[config.mk]
export PLATFORM = sky130hd
export DESIGN_NAME = character_class_tokenizer_unit
export DESIGN_NICKNAME = d
export VERILOG_FILES = /design/src/sv/cctok_pkg.sv /design/src/sv/character_class_tokenizer_unit.sv /design/src/sv/cctok_classify.sv /design/src/sv/cctok_result_queue.sv
export VERILOG_INCLUDE_DIRS = /design/src /design/src/sv
export SDC_FILE = /design/constraint.sdc
export NUM_CORES = 1
export LEC_CHECK = 0
export BUFFER_PORTS_ARGS = -buffer_cell sky130_fd_sc_hd__buf_2
export CAP_MARGIN = 40
export CORE_ASPECT_RATIO = 0.75
export CORE_MARGIN = 2
export CORE_UTILIZATION = 56
export DETAILED_ROUTE_END_ITERATION = 8
export GPL_TIMING_DRIVEN = 0
export PLACE_DENSITY = 0.77
export SYNTH_ARGS = -nofsm -noshare
export SYNTH_HDL_FRONTEND = slang
export SYNTH_HIERARCHICAL = 1
export SYNTH_SLANG_ARGS = --single-unit
[constraint.sdc]
create_clock -name clk -period 6 [get_ports clk]
set_input_delay 0.6 -clock clk [delete_from_list [all_inputs] [get_ports clk]]
set_output_delay 0.6 -clock clk [all_outputs]
set_load 0.005 [all_outputs]
[src/sv/character_class_tokenizer_unit_macros.svh]
// assertion macros for the character class tokenizer
`ifndef CHARACTER_CLASS_TOKENIZER_UNIT_MACROS_SVH
`define CHARACTER_CLASS_TOKENIZER_UNIT_MACROS_SVH

// property that must hold at every clock edge out of reset
`define CCTOK_ASSERT_ALWAYS(lbl, prop, msg) \
	lbl: assert property (@(posedge clk) disable iff (!arst_n) (prop)) else $error(msg);

// consequence that must hold in the cycle after the antecedent
`define CCTOK_ASSERT_NEXT(lbl, ante, cons, msg) \
	lbl: assert property (@(posedge clk) disable iff (!arst_n) (ante) |=> (cons)) else $error(msg);

`endif

[src/sv/cctok_pkg.sv]
// shared types and constants of the character class tokenizer
`default_nettype none
package cctok_pkg;

	// line capacity and position widths
	localparam int LINE_CAPACITY = 4096;
	localparam int START_W = 12;
	localparam int POS_W = 13;
	localparam int QUEUE_DEPTH = 4;
	localparam int QPTR_W = 2;
	localparam int QCNT_W = 3;

	// token class codes
	localparam logic [2:0] CLS_NUMBER = 3'd0;
	localparam logic [2:0] CLS_OPERATOR = 3'd1;
	localparam logic [2:0] CLS_WORD = 3'd2;
	localparam logic [2:0] CLS_STRING = 3'd3;
	localparam logic [2:0] CLS_UNTERM = 3'd4;

	// scan state, one-hot
	typedef enum logic [4:0] {
		MODE_IDLE = 5'b00001,
		MODE_NUM = 5'b00010,
		MODE_OP = 5'b00100,
		MODE_WORD = 5'b01000,
		MODE_STR = 5'b10000
	} mode_t;

	// one token as it leaves the block
	typedef struct packed {
		logic [START_W-1:0] start;
		logic [POS_W-1:0] stop;
		logic [2:0] cls;
		logic last;
	} token_t;

	// tokens caused by one item, packed from slot zero
	typedef struct packed {
		logic [1:0] count;
		token_t tok0;
		token_t tok1;
	} step_t;

	// queue status seen by the front end
	typedef struct packed {
		logic room2;
		logic [QCNT_W-1:0] count;
	} queue_stat_t;

endpackage
`default_nettype wire

[src/sv/character_class_tokenizer_unit.sv]
// Character class tokenizer, top level. Takes one text byte per item and
// returns tokens (start, end one past the last byte, class) for digit,
// symbol, word and quoted-string runs; a string still open at end of line
// comes out as an unterminated string. An item is taken every cycle while
// the input does not stall: it is registered, classified in the next cycle and
// its zero, one or two tokens enter a four-entry result queue, so a token
// passes the input register and the queue storage before it is offered.
// Tokens leave one per cycle while out_ready is high, so the two tokens of an
// item leave one after the other; input stalls only when the queue has
// fewer than two free entries. Positions saturate at the line capacity of 4096.
`default_nettype none
`include "character_class_tokenizer_unit_macros.svh"
module character_class_tokenizer_unit import cctok_pkg::*; (
	input wire logic clk,
	input wire logic arst_n,
	input wire logic in_valid,
	output logic in_ready,
	input wire logic [7:0] text_byte,
	input wire logic end_of_line,
	output logic out_valid,
	input wire logic out_ready,
	output logic [START_W-1:0] token_start,
	output logic [POS_W-1:0] token_end,
	output logic [2:0] token_class,
	output logic last_of_run
);

	logic valid_s1;
	logic [7:0] byte_s1;
	logic eol_s1;
	mode_t mode_q, mode_next;
	logic [START_W-1:0] start_q, start_next;
	logic [POS_W-1:0] pos_q, pos_next;
	logic advance_s1;
	step_t step, push;
	queue_stat_t qstat;
	token_t head;

	// the held item moves on when the queue can take two tokens
	assign advance_s1 = valid_s1 && qstat.room2;
	assign in_ready = !valid_s1 || advance_s1;

	// input register
	always_ff @(posedge clk or negedge arst_n) begin
		if (!arst_n)
			valid_s1 <= 1'b0;
		else if (in_ready)
			valid_s1 <= in_valid;
	end

	always_ff @(posedge clk) begin
		if (in_ready && in_valid) begin
			byte_s1 <= text_byte;
			eol_s1 <= end_of_line;
		end
	end

	// classification of the held item
	cctok_classify u_classify (
		.text_byte(byte_s1),
		.end_of_line(eol_s1),
		.mode(mode_q),
		.open_start(start_q),
		.pos(pos_q),
		.step(step),
		.mode_next(mode_next),
		.start_next(start_next),
		.pos_next(pos_next)
	);

	// scan state
	always_ff @(posedge clk or negedge arst_n) begin
		if (!arst_n) begin
			mode_q <= MODE_IDLE;
			start_q <= '0;
			pos_q <= '0;
		end else if (advance_s1) begin
			mode_q <= mode_next;
			start_q <= start_next;
			pos_q <= pos_next;
		end
	end

	// tokens go to the queue only when the item moves on
	always_comb begin
		push = step;
		if (!advance_s1)
			push.count = 2'd0;
	end

	cctok_result_queue u_queue (
		.clk(clk),
		.arst_n(arst_n),
		.push(push),
		.stat(qstat),
		.out_valid(out_valid),
		.out_ready(out_ready),
		.head(head)
	);

	assign token_start = head.start;
	assign token_end = head.stop;
	assign token_class = head.cls;
	assign last_of_run = head.last;

	// checks
	`CCTOK_ASSERT_ALWAYS(a_queue_room, !advance_s1 || qstat.count <= QCNT_W'(QUEUE_DEPTH - 2), "result queue overflow")
	`CCTOK_ASSERT_ALWAYS(a_pos_sat, pos_q <= POS_W'(LINE_CAPACITY), "position past capacity")
	`CCTOK_ASSERT_NEXT(a_eol_reset, advance_s1 && eol_s1, pos_q == '0 && mode_q == MODE_IDLE, "line end did not clear state")

endmodule
`default_nettype wire

[src/sv/cctok_classify.sv]
// byte classification and next-state logic for one item
`default_nettype none
module cctok_classify import cctok_pkg::*; (
	input wire logic [7:0] text_byte,
	input wire logic end_of_line,
	input wire mode_t mode,
	input wire logic [START_W-1:0] open_start,
	input wire logic [POS_W-1:0] pos,
	output step_t step,
	output mode_t mode_next,
	output logic [START_W-1:0] start_next,
	output logic [POS_W-1:0] pos_next
);

	localparam logic [POS_W-1:0] CAP = POS_W'(LINE_CAPACITY);
	localparam logic [POS_W-1:0] CAP_M1 = POS_W'(LINE_CAPACITY - 1);

	// mode a byte of a run belongs to, idle for bytes of no class
	function automatic mode_t byte_mode(input logic [7:0] b);
		mode_t m;
		m = MODE_IDLE;
		if (b >= 8'h30 && b <= 8'h39)
			m = MODE_NUM;
		else if ((b >= 8'h41 && b <= 8'h5A) || (b >= 8'h61 && b <= 8'h7A))
			m = MODE_WORD;
		else if ((b >= 8'h21 && b <= 8'h2F) || (b >= 8'h3A && b <= 8'h40) ||
				(b >= 8'h5B && b <= 8'h60) || (b >= 8'h7B && b <= 8'h7E))
			m = MODE_OP;
		return m;
	endfunction

	// token class of an open run
	function automatic logic [2:0] mode_class(input mode_t m);
		logic [2:0] c;
		case (m)
			MODE_NUM: c = CLS_NUMBER;
			MODE_OP: c = CLS_OPERATOR;
			MODE_WORD: c = CLS_WORD;
			default: c = CLS_STRING;
		endcase
		return c;
	endfunction

	logic [START_W-1:0] here;
	logic [POS_W-1:0] after;
	logic is_open, is_quote, is_space;
	mode_t cls_mode, mode_mid;
	logic [START_W-1:0] start_mid;
	logic emit0, emit1;
	token_t r0, r1;

	// clamped positions
	assign here = (pos >= CAP) ? START_W'(LINE_CAPACITY - 1) : pos[START_W-1:0];
	assign after = (pos >= CAP_M1) ? CAP : pos + POS_W'(1);
	assign is_open = (mode == MODE_NUM) || (mode == MODE_OP) || (mode == MODE_WORD);
	assign is_quote = (text_byte == 8'h22);
	assign is_space = (text_byte == 8'h20) || (text_byte == 8'h0A) || (text_byte == 8'h09);
	assign cls_mode = byte_mode(text_byte);

	// byte handling: may close the open token and open a new one
	always_comb begin
		emit0 = 1'b0;
		r0 = '{start: open_start, stop: pos, cls: mode_class(mode), last: 1'b0};
		mode_mid = mode;
		start_mid = open_start;
		if (mode == MODE_STR) begin
			if (is_quote) begin
				emit0 = 1'b1;
				r0.stop = after;
				r0.cls = CLS_STRING;
				mode_mid = MODE_IDLE;
			end
		end else if (is_space) begin
			if (is_open) begin
				emit0 = 1'b1;
				mode_mid = MODE_IDLE;
			end
		end else if (is_quote) begin
			emit0 = is_open;
			mode_mid = MODE_STR;
			start_mid = here;
		end else if (cls_mode != MODE_IDLE && cls_mode != mode) begin
			emit0 = is_open;
			mode_mid = cls_mode;
			start_mid = here;
		end
	end

	// end of line: flush whatever is still open
	always_comb begin
		emit1 = 1'b0;
		r1 = '{start: start_mid, stop: after, cls: mode_class(mode_mid), last: 1'b1};
		mode_next = mode_mid;
		start_next = start_mid;
		pos_next = after;
		if (end_of_line) begin
			emit1 = (mode_mid != MODE_IDLE);
			if (mode_mid == MODE_STR)
				r1.cls = CLS_UNTERM;
			mode_next = MODE_IDLE;
			start_next = '0;
			pos_next = '0;
		end
	end

	// pack tokens from slot zero, last mark on the final one
	always_comb begin
		step.count = {1'b0, emit0} + {1'b0, emit1};
		step.tok0 = emit0 ? r0 : r1;
		step.tok0.last = !(emit0 && emit1);
		step.tok1 = r1;
	end

endmodule
`default_nettype wire

[src/sv/cctok_result_queue.sv]
// small result queue taking up to two tokens a cycle, giving one while out_ready is high
`default_nettype none
module cctok_result_queue import cctok_pkg::*; (
	input wire logic clk,
	input wire logic arst_n,
	input wire step_t push,
	output queue_stat_t stat,
	output logic out_valid,
	input wire logic out_ready,
	output token_t head
);

	token_t mem [QUEUE_DEPTH];
	logic [QPTR_W-1:0] wr_ptr_q, rd_ptr_q;
	logic [QCNT_W-1:0] count_q;
	logic pop;

	assign pop = out_valid && out_ready;
	assign out_valid = (count_q != '0);
	assign head = mem[rd_ptr_q];
	assign stat.count = count_q;
	assign stat.room2 = (count_q <= QCNT_W'(QUEUE_DEPTH - 2));

	// token storage
	always_ff @(posedge clk) begin
		if (push.count != 2'd0)
			mem[wr_ptr_q] <= push.tok0;
		if (push.count == 2'd2)
			mem[wr_ptr_q + QPTR_W'(1)] <= push.tok1;
	end

	// pointers and fill level
	always_ff @(posedge clk or negedge arst_n) begin
		if (!arst_n) begin
			wr_ptr_q <= '0;
			rd_ptr_q <= '0;
			count_q <= '0;
		end else begin
			wr_ptr_q <= wr_ptr_q + QPTR_W'(push.count);
			if (pop)
				rd_ptr_q <= rd_ptr_q + QPTR_W'(1);
			count_q <= count_q + QCNT_W'(push.count) - QCNT_W'(pop);
		end
	end

endmodule
`default_nettype wire
[Yosys cells after proc, flatten, opt, wreduce, memory -nomap -nowiden]
Memories as Yosys holds them, arrays and structs flattened.
Index checks and enable logic that the tools add are counted.
Widths: inputs -> output; s select.
Word-level totals
  RAM bits: 116
  bits of input ports: 13
  memory bits (read-only): 0
  flip-flop bits (word level): 47
  memories kept: 1
  word-level logic and storage cells: 112
  output and inout port bits: 31
  latch bits: 0
Operators by class
  order comparisons: 17
  add/subtract/negate cells: 7
  multiply operators: 0
  equality and inequality tests: 16
  bitwise logic cells: 0
  divide/modulo/power cells: 0
  reductions and logical operators: 25
  shift operators: 0
  muxes and demuxes: 37
Memories
  u_queue.mem: depth 4, width 29, rd ports 1, clocked after Yosys merged registers in 0, wr ports 2, RTL line cctok_result_queue.sv:13  | token_t mem [QUEUE_DEPTH];
Operators by type and width (number)
  $mux 12: 6
  $mux 5: 9
  $le 8x7->1 const B: 5
  $ge 8x7->1 const B: 4
  $mux 16: 2
  $mux 29: 1
  $mux 13: 2
  $ge 8x6->1 const B: 3
  $eq 8x4->1 const B: 2
  $eq 8x6->1 const B: 2
  $le 8x6->1 const B: 2
  $add 13x1->13 const B: 1
  $ge 13x12->1 const B: 1
  $ge 13x13->1 const B: 1
  $logic_and 1x1->1: 12
  $pmux 2 s3: 2
  $mux 1: 11
  $eq 5x2->1 const B: 2
  $eq 5x3->1 const B: 2
  $eq 5x4->1 const B: 2
  $eq 5x5->1 const B: 2
  $ne 5x1->1 const B: 2
  $logic_or 1x1->1: 9
  $mux 3: 3
  12 further kinds: 14

[Depth between registers and ports, before layout]
Gate-level depths: netlist of the first run.
  depth in word-level cells: 21
  gate-level depth with buffers: 18
  gate-level depth less buffers: 16

[Cells and area by module]
The synthesis of the first run kept the hierarchy.
By module, submodules not included
  cctok_result_queue: area an instance 6073.3 um2, instances 1, seq. area each 3658.5 um2, cells an instance 320
  cctok_classify: area an instance 1750.4 um2, instances 1, seq. area each 0.0 um2, cells an instance 269
  character_class_tokenizer_unit: area an instance 1572.8 um2, instances 1, seq. area each 1047.3 um2, cells an instance 79

[Least setup slack after synthesis of the first run]
No wires, ideal clock.
  kind: register to register
  from: register byte_s1[1]
  to: memory u_queue/mem[0][0] (netlist bit), enable pin
  data required time: 5.541 ns
  setup time: 0.459 ns
  path buffers: 1
  data arrival time: 5.333 ns
  setup slack: 0.208 ns
  period minus slack after synthesis: 5.792 ns
  cell stages (with the launch flop): 14
  path through: edfxtp_1 buf_6 or4_4 o221ai_4 xnor2_1 or3_1 o21ai_0 a41o_1 nand2_1 o31a_1 ha_1 and3_2 nor2_1 o31ai_1
RTL lines
  start, declared: RTL line character_class_tokenizer_unit.sv:29  | logic [7:0] byte_s1;
  start signal, assigned: RTL line character_class_tokenizer_unit.sv:53  | byte_s1 <= text_byte;
  end, declared: RTL line cctok_result_queue.sv:13

==> results of run 1 <==
sequential cells by signal (all words and copies together), names as in the netlist:
signal / flops
u_queue/mem: 116
pos_q: 13
start_q: 12
byte_s1: 8
mode_q: 5
u_queue/count_q: 3
u_queue/rd_ptr_q: 2
u_queue/wr_ptr_q: 2
eol_s1: 1
valid_s1: 1
stage by stage:
step | power (µW) | util (%) | hold slack [ns]
after CTS | 4740 | 65.8 | 0.335
after global routing | 4980 | 65.8 | 0.334
after global placement | 3480 | 60.9 | 0.492
after detailed placement | 3600 | 62.0 | 0.420
final | 4730 | 65.8 | 0.347
after floorplan | 3040 | - | 0.304
power by group through the flow:
| stage | Sequential [µW] | Clock [µW] | Combinational [µW] |
|---|---|---|---|
| floorplan | 1600 | 0 | 1440 |
| global placement | 1640 | 0 | 1840 |
| detailed placement | 1650 | 0 | 1950 |
| CTS | 1620 | 1140 | 1980 |
| global route | 1650 | 1190 | 2140 |
| finish | 1630 | 1130 | 1980 |
worst max-delay path by stage:
stage | startpoint | end | slack [ns] | cells past startpoint
2_1_floorplan | byte_s1[1]$_DFFE_PP_ | u_queue/mem[0][0]$_DFFE_PP_ | 0.21 | 13
3_3_place_gp | byte_s1[1]$_DFFE_PP_ | u_queue/mem[0][13]$_DFFE_PP_ | -2.03 | 13
6_report | byte_s1[0]$_DFFE_PP_ | u_queue/mem[2][22]$_DFFE_PP_ | 1.10 | 15
3_5_place_dp | byte_s1[0]$_DFFE_PP_ | u_queue/mem[2][24]$_DFFE_PP_ | 1.16 | 15
4_1_cts | byte_s1[0]$_DFFE_PP_ | u_queue/mem[2][24]$_DFFE_PP_ | 1.14 | 15
5_1_grt | byte_s1[0]$_DFFE_PP_ | u_queue/mem[2][21]$_DFFE_PP_ | 0.89 | 15
metal layers:
| metal | up-vias | wire length, µm | global-route usage (%) | part of all wire, % |
|---|---|---|---|---|
| met5 | - | 0 | 0 | 0 |
| met4 | 0 | 150 | 5.26 | 0.70 |
| met3 | 19 | 1490 | 5.79 | 6.9 |
| met2 | 225 | 10000 | 39.9 | 47 |
| met1 | 2983 | 9840 | 36.5 | 46 |
| li1 | 2693 | - | - | - |
cells by family after synthesis:
family / count (synthesis) / synth area share (%)
adders and majority gates: 7 / 1.01
buffers and inverters: 68 / 4.34
xor gates and xnor gates: 20 / 1.86
AOI/OAI and AO/OA: 70 / 5.75
muxes: 201 / 28.7
DFF: 163 / 50.1
other: 1 / 0.0399
and+or+nand+nor: 138 / 8.18
synthesized netlist by cell type (3+ instances only):
cell / number / area share, %
edfxtp_1: 125 / 40
mux2_2: 109 / 13
nor2_1: 49 / 2.0
dfrtp_1: 37 / 9.9
mux2_4: 34 / 5.4
mux4_2: 29 / 7.0
inv_1: 25 / 1.0
a21oi_1: 19 / 1.0
mux2_1: 15 / 1.8
nor3_1: 15 / 0.80
buf_6: 14 / 1.7
mux2i_1: 14 / 1.5
xnor2_1: 14 / 1.3
clkbuf_1: 13 / 0.52
nand2_1: 13 / 0.52
buf_2: 10 / 0.53
o21ai_0: 10 / 0.53
nand2b_1: 8 / 0.53
nand3_1: 8 / 0.43
a211oi_1: 7 / 0.56
nor2b_1: 7 / 0.47
ha_1: 6 / 0.80
xor2_1: 6 / 0.56
a211oi_2: 5 / 0.67
and2_1: 5 / 0.33
buf_4: 5 / 0.40
and3_1: 3 / 0.20
nand4_1: 3 / 0.20
nor4_1: 3 / 0.20
nor4bb_1: 3 / 0.32
o31a_1: 3 / 0.28
layout make-up:
class | count | area share [%]
flip-flops and latches | 163 | 44.1
multi-input cells | 437 | 40.5
clock buffers | 20 | 4.28
repair buffers | 51 | 3.39
plain buffers | 43 | 2.94
well taps | 210 | 2.46
clock inverters | 12 | 1.44
inverters | 25 | 0.879
==> impl_metrics.yaml, run 1 <==
status:
  status: "complete, no violations"
cells_and_area:
  fin_cells: 961
  diodes: 0
  seq_area_um2: 4710
  fillCellCount: 1174
  design_area_um2: 10700
  synthToLayoutAreaGrowth_pct: 13.6
  multi_input_area_um2: 4320
  drive_gt1_share_pct: 41.0
  final_cell_mix: "125 x edfxtp_1, 109 x mux2_2, 53 x buf_2"
  final_common_cell: "edfxtp_1"
  layout.nets: 758
die:
  fp.coreArea_um2: 16200
  io_pins: 44
  die_height_um: 116
  die-area_um2: 17800
  die_w_um: 154
  floorplan.initialDensity_pct: 57.9
  rows: 40
worst_setup_path:
  path_max_fanout: 15
  cp-start-kind: "flip-flop"
  r2r-end: "u_queue/mem[2][22]$_DFFE_PP_"
  cpMaxStageDelayCell: "or4_4"
  required_ns: 6.13
  crit_buf_inv: 4
  r2r_slack_ns: 1.10
  r2r_cells: 15
  critical_path_class: "flip-flop to flip-flop"
  slowest_delay_ns: 0.56
  path_common_cell: "o21bai_4"
  cpLargestDelayFamily: "compound AO/OA/AOI/OAI gates"
  end_kind: "flip-flop"
  crit_chain: "buf_2 > or4_4 > o221ai_4 > xnor2_1 > o41ai_2 > a21oi_2 > o21bai_4 > buf_4 > nand2_1 > ha_1 > and3_2 > and4bb_4 > buf_6 > o21bai_4 > buf_16"
  crit_arrival_ns: 5.03
  timing.rr.start: "byte_s1[0]$_DFFE_PP_"
routing:
  vias: 5920
  route.detailed.drc: 0
  ant_nets: 0
  wl_per_cell_um: 22.3
  drt_wl_total_mm: 21.5
  viasPerCell: 6.16
  drtPass1Iterations: 5
  drt-initial-drc-count: 685
worst_hold_path:
  hold_path_class: "primary input to flip-flop"
  whs_path_depth: 1
  min_from: "text_byte[1]"
  hold-path-endpoint: "byte_s1[1]$_DFFE_PP_"
flow_run:
  drv_cap: 0
clock_tree:
  cts_inserted_buffers: 17
  post_cts_buffers: 0
  clkLatencyLatePin_ns: 0.43
  cts_hold_buf: 1
  htree_levels: 4
  clockBufferDepth: 2
  cts_num_sinks: 163
  cts_root_buf: "clkbuf_16"
  cts_tree: "built"
  clk_pin_slew_worst_paths_ns: 0.06
  cts_resized: 0
power:
  power_switching_uw: 1620
  p_leak_uw: 0.00413
  combPwrFrac_pct: 41.7
  p_sw_share_pct: 34.2
  clkPwrFrac_pct: 23.9
  p_int_uw: 3110
  ir_drop_v: 0.000258
  seq_power_share_pct: 34.3
  power_density_nw_per_um2: 444
synthesis:
  yosysSeqAreaShare_pct: 50.1
  syn_inst: 668
  ys_warn_count: 6
  synthArstFlopShare_pct: 23.3
  synth_seq_cells: 163
  syn_area_um2: 9400
  synth_cell_types: 71
  synth_ff_type: "edfxtp_1"
  synth_nets: 688
  synth_edf_count: 125
  syn_area_per_cell_um2: 14.1
sta:
  timing.final.hold_violations: 0
  finClkSkew_ns: 0.00935
  totalNegativeSetupSlack_ns: 0
  tightest_slew_ns: 0.736
  setup_viol: 0
  min_period_ns: 4.90
  slew_viol_final: 0
  fin_crit_sh_pct: 81.7
  max_freq_mhz: 204
  rsz0062_at_grt: "no"
  fin_ws_ns: 1.10
  slew_headroom_pct: 51.0
placement:
  routabilityCongestion: 0.852
  dpl_cell_area_um2: 10100
  pre_cts_slack_ns: 1.16
  dp_hpwl_mm: 14.6
  placed_cells_incl_taps: 928
  io_buffers: 43
grt:
  antenna_found_initial: 0
  grtUsageTotal_pct: 25.2
  grt_pass1_vias: 6059
  grt_max_degree: 37
  grt_pass1_wl_mm: 34.2
  grt-ovfl-total: 0
(Power assumes the default switching activity.)
==> run 2: changes to the inputs <==
==> constraint.sdc (replaced) <==
create_clock -name clk -period 4.3 [get_ports clk]
set_input_delay 0.43 -clock clk [delete_from_list [all_inputs] [get_ports clk]]
set_output_delay 0.43 -clock clk [all_outputs]
set_load 0.005 [all_outputs]
==> run 2 against run 1 <==
  * Clock skew rose by 0.0013 ns
  * Final cell count up 3.9%
  * Design area grew 5.0%
  * Combinational power is 54% higher
  * Global-route usage up 1.3 points
  * Critical path type unchanged
==> impl_metrics.yaml, run 2 (synthesis gave the netlist of run 1 again) <==
worst_hold_path:
  hold_path_class: "primary input to flip-flop"
  min_from: "text_byte[0]"
  whs_path_depth: 1
  hold-path-endpoint: "byte_s1[0]$_DFFE_PP_"
clock_tree:
  clockBufferDepth: 2
  clkLatencyLatePin_ns: 0.43
  cts_num_sinks: 163
  cts_tree: "built"
  htree_levels: 4
  cts_inserted_buffers: 17
  clk_pin_slew_worst_paths_ns: 0.06
  cts_root_buf: "clkbuf_16"
power:
  seq_power_share_pct: 33.7
  clkPwrFrac_pct: 21.2
  power_density_nw_per_um2: 602
  combPwrFrac_pct: 45.1
  p_leak_uw: 0.00436
  p_int_uw: 4380
  power_switching_uw: 2370
  p_sw_share_pct: 35.1
  p_total_uw: 6750
  ir_drop_v: 0.000371
cells_and_area:
  largest_register: "u_queue/mem"
  final_cell_mix: "125 x edfxtp_1, 108 x mux2_2, 49 x buf_2"
  top_regs: "u_queue/mem: 116 flops, pos_q: 13 flops, start_q: 12 flops"
  drive_gt1_share_pct: 46.2
  final_util_pct: 69.1
  largest_reg_flops: 116
  diodes: 0
  synthToLayoutAreaGrowth_pct: 19.2
  design_area_um2: 11200
  layout.nets: 795
  fillCellCount: 1115
  final_common_cell: "edfxtp_1"
worst_setup_path:
  r2r_cells: 15
  cp.depth: 15
  path_common_cell: "buf_12"
  cpLargestDelayFamily: "simple AND/OR/NAND/NOR gates"
  crit_arrival_ns: 4.44
  end_kind: "flip-flop"
  path_max_fanout: 7
  critical_path_class: "flip-flop to flip-flop"
  cpMaxStageDelayCell: "or4_4"
  cp-start-kind: "flip-flop"
  slowest_delay_ns: 0.58
  required_ns: 4.48
  crit_chain: "or4_4 > o221ai_4 > xnor2_2 > or3_4 > o21ai_4 > a41o_1 > nand2_1 > o31a_1 > ha_4 > and3_4 > nor4bb_4 > buf_6 > buf_12 > buf_12 > mux2_4"
  r2r-end: "u_queue/mem[3][21]$_DFFE_PP_"
  timing.rr.start: "byte_s1[3]$_DFFE_PP_"
  crit_buf_inv: 3
  r2r_slack_ns: 0.03
routing:
  drtPass1Iterations: 5
  wl_per_cell_um: 23.1
  route.detailed.drc: 0
  drt_wl_total_mm: 23.0
  viasPerCell: 6.21
  drt-initial-drc-count: 583
  vias: 6201
  ant_nets: 0
status:
  status: "complete, no violations"
sta:
  timing.final.hold_violations: 0
  tightest_slew_ns: 0.786
  slew_viol_final: 0
  finClkSkew_ns: 0.0107
  min_period_ns: 4.27
  slew_headroom_pct: 47.6
  totalNegativeSetupSlack_ns: 0
  rsz0062_at_grt: "yes"
  max_freq_mhz: 234
  setup_viol: 0
  fin_crit_sh_pct: 99.2
die:
  die_w_um: 154
  io_pins: 44
  die-area_um2: 17800
  floorplan.initialDensity_pct: 57.9
  fp.coreArea_um2: 16200
  die_height_um: 116
  rows: 40
placement:
  dpl_cell_area_um2: 10100
  io_buffers: 43
  dp_hpwl_mm: 14.9
  routabilityCongestion: 0.837
grt:
  grt_pass1_vias: 6251
  grt_pass1_wl_mm: 35.9
  grt-ovfl-total: 0
  antenna_found_initial: 0
  grt_max_degree: 38
  grtUsageTotal_pct: 26.6
flow_run:
  drv_cap: 0
run 2: cell types whose count changed in the layout (fill, tap and decap cells not counted), sizes merged:
cell	previous run	this run
buf	80	117
bufinv	3	1
clkbuf	33	32
clkinv	5	7
inv	27	28
run 2: worst register-to-register path, stage by stage (launching register included):
cell	delay (ns)
edfxtp_1	0.40
or4_4	0.58
o221ai_4	0.27
xnor2_2	0.11
or3_4	0.40
o21ai_4	0.14
a41o_1	0.20
nand2_1	0.06
o31a_1	0.32
ha_4	0.23
and3_4	0.19
nor4bb_4	0.39
buf_6	0.20
buf_12	0.11
buf_12	0.12
mux2_4	0.30
run 2: power groups by stage:
stage	Sequential (µW)	Clock [µW]	Combinational, µW
2_1_floorplan	2230	0	2030
3_3_place_gp	2280	0	2580
3_5_place_dp	2300	0	2750
4_1_cts	2270	1450	2950
5_1_grt	2300	1500	3270
6_report	2270	1430	3040
run 2: stage by stage:
step	setup WS, ns	hold WS [ns]	std cells
floorplan	0.00575	0.134	668
global placement	-1.04	0.495	921
detailed placement	-0.414	0.232	928
CTS	-0.0175	0.160	991
global route	-0.102	0.161	998
finish	0.0347	0.175	998
run 2: repair_timing:
| action | in CTS | in global routing |
|---|---|---|
| cloned | 2 | 0 |
| endpoints found under the setup margin | 234 | 223 |
| hold buffers | 1 | 0 |
| endpoints found under the hold margin | 37 | 0 |
| pin swaps | 13 | 10 |
| gates resized for setup | 24 | 18 |
| buffers inserted | 29 | 8 |
run 2: worst max path at each step:
stage                    startpoint                           end  slack (ns)
2_1_floorplan  byte_s1[1]$_DFFE_PP_   u_queue/mem[0][0]$_DFFE_PP_       0.006
3_3_place_gp   byte_s1[1]$_DFFE_PP_  u_queue/mem[3][16]$_DFFE_PP_       -1.04
3_5_place_dp   byte_s1[1]$_DFFE_PP_  u_queue/mem[2][10]$_DFFE_PP_       -0.41
4_1_cts        byte_s1[0]$_DFFE_PP_  u_queue/mem[3][27]$_DFFE_PP_       -0.02
5_1_grt        byte_s1[3]$_DFFE_PP_  u_queue/mem[3][23]$_DFFE_PP_       -0.10
6_report       byte_s1[3]$_DFFE_PP_  u_queue/mem[3][21]$_DFFE_PP_        0.03
run 2: cell type report:
| cell class | instances | area (µm²) | share of cell area [%] |
|---|---|---|---|
| Multi-Input combinational cell | 437 | 4450 | 39.7 |
| Buffer | 41 | 333 | 2.97 |
| Clock buffer | 19 | 433 | 3.86 |
| Tap cell | 210 | 263 | 2.35 |
| Inverter | 25 | 93.8 | 0.838 |
| Sequential cell | 163 | 4710 | 42.0 |
| Timing Repair Buffer | 90 | 812 | 7.25 |
| Clock inverter | 13 | 110 | 0.983 |
run 2: metal layers:
metal	track usage (%)	routed length (µm)
met5	0	0
met4	6.61	273
met3	5.34	1540
met2	42.6	10900
met1	37.9	10300
